===== src/hw/rtl/cmwc_random_generator_assert.svh =====
// Assertion macros used by the generator's top-level RTL file.
`ifndef CMWC_RANDOM_GENERATOR_ASSERT_SVH
`define CMWC_RANDOM_GENERATOR_ASSERT_SVH

`ifndef SYNTH
`define CMWC_ASSERT_IMP(label, clk, rst, ante, cons, msg) \
  label: assert property (@(posedge clk) disable iff (rst) (ante) |-> cons) else $error(msg);
`define CMWC_ASSERT_NXT(label, clk, rst, ante, cons, msg) \
  label: assert property (@(posedge clk) disable iff (rst) (ante) |=> cons) else $error(msg);
`else
`define CMWC_ASSERT_IMP(label, clk, rst, ante, cons, msg)
`define CMWC_ASSERT_NXT(label, clk, rst, ante, cons, msg)
`endif

`endif


===== src/hw/rtl/cmwc_pkg.sv =====
// Types and constants of the multiply-with-carry generator.
package cmwc_pkg;

  localparam logic [31:0] GOLDEN_STEP = 32'h9e37_79b9;
  localparam int          CARRY_W     = 19;
  localparam logic [CARRY_W-1:0] CARRY_RESET = 19'd362436;
  localparam int          MULT_W      = 15;
  localparam logic [MULT_W-1:0] CMWC_MULT = 15'd18782;
  localparam int          PROD_W      = MULT_W + 32;
  localparam int          SUM_W       = PROD_W + 1;
  localparam logic [31:0] CMWC_BASE   = 32'hffff_fffe;

  localparam logic REQ_SEED = 1'b0;
  localparam logic REQ_DRAW = 1'b1;

  typedef struct packed {
    logic        req_type;
    logic [31:0] seed_value;
  } req_word_t;

  typedef struct packed {
    logic [31:0] random_word;
  } rsp_word_t;

  typedef struct packed {
    logic mul_en;
    logic add_en;
    logic fin_en;
  } step_ctrl_t;

endpackage


===== src/hw/rtl/cmwc_step.sv =====
// Multiply-with-carry datapath: product, carry add and wrap correction.
module cmwc_step import cmwc_pkg::*; (
  input  logic        clk,
  input  logic        rst,
  input  step_ctrl_t  ctrl,
  input  logic [31:0] table_word,
  output logic [31:0] result_word
);
  logic [PROD_W-1:0]  prod;
  logic [SUM_W-1:0]   sum;
  logic [CARRY_W-1:0] carry;
  logic [32:0]        low_sum;
  logic               wrap;
  logic [31:0]        low_fix;

  assign low_sum     = 33'(sum[31:0]) + 33'(sum[SUM_W-1:32]);
  assign wrap        = low_sum[32];
  assign low_fix     = low_sum[31:0] + 32'(wrap);
  assign result_word = CMWC_BASE - low_fix;

  always_ff @(posedge clk) begin
    if (ctrl.mul_en) begin
      prod <= PROD_W'(CMWC_MULT) * PROD_W'(table_word);
    end
    if (ctrl.add_en) begin
      sum <= SUM_W'(prod) + SUM_W'(carry);
    end
  end

  always_ff @(posedge clk) begin
    if (rst) begin
      carry <= CARRY_RESET;
    end else if (ctrl.fin_en) begin
      carry <= CARRY_W'(sum[SUM_W-1:32]) + CARRY_W'(wrap);
    end
  end
endmodule


===== config.mk =====
export PLATFORM = sky130hd
export DESIGN_NAME = cmwc_step
export DESIGN_NICKNAME = d
export VERILOG_FILES = /design/src/hw/rtl/cmwc_random_generator_assert.svh /design/src/hw/rtl/cmwc_pkg.sv /design/src/hw/rtl/cmwc_step.sv
export SDC_FILE = /design/constraint.sdc
export NUM_CORES = 1
export LEC_CHECK = 0
export BUFFER_PORTS_ARGS = -buffer_cell sky130_fd_sc_hd__buf_2
export CAP_MARGIN = 20
export CORE_MARGIN = 3
export CORE_UTILIZATION = 43
export DETAILED_ROUTE_END_ITERATION = 12
export GPL_ROUTABILITY_DRIVEN = 0
export SYNTH_ARGS = -nofsm -noshare
export SYNTH_HDL_FRONTEND = slang
export SYNTH_SLANG_ARGS = --single-unit

===== constraint.sdc =====
create_clock -name clk -period 7.7 [get_ports clk]
set_input_delay 1.54 -clock clk [delete_from_list [all_inputs] [get_ports clk]]
set_output_delay 1.54 -clock clk [all_outputs]
set_load 0.01 [all_outputs]

* Word-level counts from Yosys, hierarchy flattened
Index checks and enable logic that the tools add are counted.
** Storage, ports and cells
- Flip-flop bits (word level) :: 113
- Input port bits :: 37
- Output and inout bits :: 32
- Word-level logic and storage cells :: 9
** Cells by class
- Add/subtract/negate cells :: 5
- $mul :: 1
** Operator list (number)
- $add 47x19->48 :: 1
- $mul 14x32->46 const A :: 1
- $add 32x16->33 :: 1
- $add 32x1->32 :: 1
- $sub 32x32->32 const A :: 1
- $add 16x1->17 :: 1

* Logic depth before layout (Yosys ltp)
- Depth after elaboration :: 3
- Gate-level depth with buffers :: 23
- Gate-level depth less buffers :: 23

* Worst setup path before layout
OpenSTA, ideal clock, no wires.
- Path type :: input-to-reg
- Start point :: input port table_word[10]
- End point :: register prod[45], data pin
- Library setup time :: 0.274 ns
- Arrival time :: 6.754 ns
- Required time :: 7.426 ns
- Slack :: 0.672 ns
- Cell stages on the path :: 20
- Buffers on the path :: 1
- Cells stage by stage :: ha_1 > inv_1 > fa_1 > inv_1 > fa_1 > fa_1 > fa_1 > inv_1 > fa_1 > inv_1 > ha_1 > clkbuf_1 > nand2_1 > or4_1 > nand3_1 > a21oi_1 > o41ai_1 > o41ai_1 > o41ai_1 > xor2_1
** On the way
- Word-level cells in the longest chain between the ends :: 1
** Ends and longest elaborated chain
- start, declared :: RTL line cmwc_step.sv:6 : input logic [31:0] table_word,
- $mul 14x32->46 :: RTL line cmwc_step.sv:23 : prod <= PROD_W'(CMWC_MULT) * PROD_W'(table_word);
- end signal, assigned :: RTL line cmwc_step.sv:23
- end, declared :: RTL line cmwc_step.sv:9 : logic [PROD_W-1:0] prod;
Every way passes these cells.
A chain may end at the register's enable or synchronous reset.

* Final worst setup path
- Start point :: input port table_word[8]
- End point :: register prod[45], data pin
The elaborated chain is that of the path after synthesis.

==> impl_metrics.ini <==
[die]
die_h_um = 197
die_area_um2 = 38800
initial_core_util = 0.439
num_rows = 69
boundaryPins = 69
core_um2 = 35700
fp.dieW_um = 197

[logic_synthesis]
synth_nets = 2050
yosysWarningCount = 0
yosysSeqAreaShare = 0.203
synth-edff-count = 94
synthFlopType = edfxtp_1
synth.avg_cell_area_um2 = 9.86
synth-seq-cells = 112
synth_most_common_cell = inv_1
synthTopCellsByCount = 283 x inv_1, 251 x ha_1, 170 x fa_1
syn_inst = 1592
synth_largest_area_cell = fa_1
syn_area_um2 = 15700
ys_top_cells_by_area = fa_1 22%, ha_1 20%, edfxtp_1 18%
synth_cell_types = 75
yosys.area.top_type_share = 0.217
async_reset_ff_frac = 0

[drt]
drc = 0
ant_nets = 0
drt-total-wl_mm = 33.6
wl_per_cell_um = 15.9
avgViaCountPerCell = 5.27
first_pass_iters = 7
num_vias = 11100
drt_iter0_markers = 435

[global_routing]
grt.overflow.total = 0
antenna_found_initial = 0
grt_pass1_vias = 11400
grt_pass1_wl_mm = 56.3
grt_max_degree = 49
track_usage = 0.177

[min_path]
hold_path.class = reg2reg

[cells_and_area]
multiInputGateArea_um2 = 11300
area_growth_pct = 7.59
final_area_um2 = 16900
drive_above_1_share = 0.0719
diodes = 0
fillers = 3412
seq_area_um2 = 3180
nNetsFinal = 2107

[timing]
fmax_mhz = 140
rsz0062_at_grt = false
post-route-min-period_ps = 7140
final_hold_viol_count = 0
finalSetupTns_ps = 0
fin_skew_ps = 6.50
maxSlewViolCount = 0
maxSlewHeadroom = 0.351
finalCritPeriodShare = 0.928
setup-violations-final = 0
worstMarginPinSlew_ps = 973

[cts]
cts_hold_buf = 0
cts_sinks = 112
htreeDepth = 3
clock_latency_ps = 360
path_clk_slew_ps = 70
cts_tree = yes
cts_setup_buffers = 0
cts_root_buffer = clkbuf_16
cts_buffers = 9
cts_buffer_depth = 2
post_cts_resized = 0

[place]
detailed_place.area_um2 = 16500
dpl.hpwl_mm = 29.2
io_buffers = 68

[job]
drv_cap = 0

[critical_path]
arrival_ps = 7240
cp_max_fo = 7
startpoint_type = input pin
critical_path_class = in2reg
cp.required_ps = 7800
end_kind = flop

[status]
status = completed
layout by cell type, fill, tap and decap left out, types with 52 or more instances in the layout:
master	n
inv_1	283
nand2_1	67
ha_1	251
a21oi_1	80
xnor2_1	99
buf_2	68
fa_1	170
edfxtp_1	94
o21ai_0	52
nor2_1	75
layer usage:
layer | track usage | up-vias | wire (um)
met5 | 0 | - | 0
met4 | 0.0470 | 0 | 734
met3 | 0.0174 | 44 | 815
met2 | 0.312 | 161 | 16600
met1 | 0.235 | 5413 | 15400
li1 | - | 5525 | -
sequential cells by signal, summed over array words and instances, names as in the netlist:
signal  flops
sum        48
carry      18
prod       46
path summary, 6_finish.rpt:
| path | startpoint | endpoint | slack [ps] | cells past startpoint |
|---|---|---|---|---|
| setup / recovery | table_word[8] | prod[45]$_DFFE_PP_ | 560 | 22 |
| hold reg to reg | carry[0]$_SDFFE_PP0P_ | sum[0]$_DFFE_PP_ | 440 | 0 |
| setup reg to reg | sum[32]$_DFFE_PP_ | carry[8]$_SDFFE_PP1P_ | 2890 | 18 |
| hold / removal | carry[0]$_SDFFE_PP0P_ | sum[0]$_DFFE_PP_ | 440 | 0 |
area by class of cell:
type                            count  area share
Clock inverter                      4     0.00185
Clock buffer                       12      0.0171
Multi-Input combinational cell   1164       0.670
Inverter                          284      0.0631
Sequential cell                   112       0.188
Tap cell                          461      0.0341
Timing Repair Buffer               78      0.0253
per-stage QoR:
stage	std cells	hold slack (ps)	setup slack (ps)	utilization
after global routing	2115	475	130	0.473
after CTS	2113	440	392	0.472
after floorplan	1592	408	672	-
after detailed placement	2097	419	208	0.463
after global placement	2097	418	345	0.463
final	2115	439	556	0.473
cell families (layout without fill, tap and decap cells):
logic type,after synthesis,count (layout),synth area share
xor+xnor,144,144,0.0803
buf+inv,316,378,0.0766
mux,5,5,0.00327
simple gates,319,319,0.104
fa+ha+maj,421,421,0.417
flops,112,112,0.203
compound gates,275,275,0.116
critical path: stages:
cell and delay [ps]:
buf_2 150, ha_1 280, inv_1 60, fa_1 510
inv_1 50, fa_1 500, inv_1 50, fa_1 470
inv_1 50, fa_1 570, fa_1 430, ha_1 400
nand3_1 140, or4_1 490, nand3_1 110, a21oi_1 150
o41ai_1 410, buf_4 190, o41ai_1 60, buf_4 150
o41ai_1 370, xor2_1 120
Power is left out: the tool's default activity adds up to more than one toggle a clock period on the data nets, which glitch-free logic cannot reach.
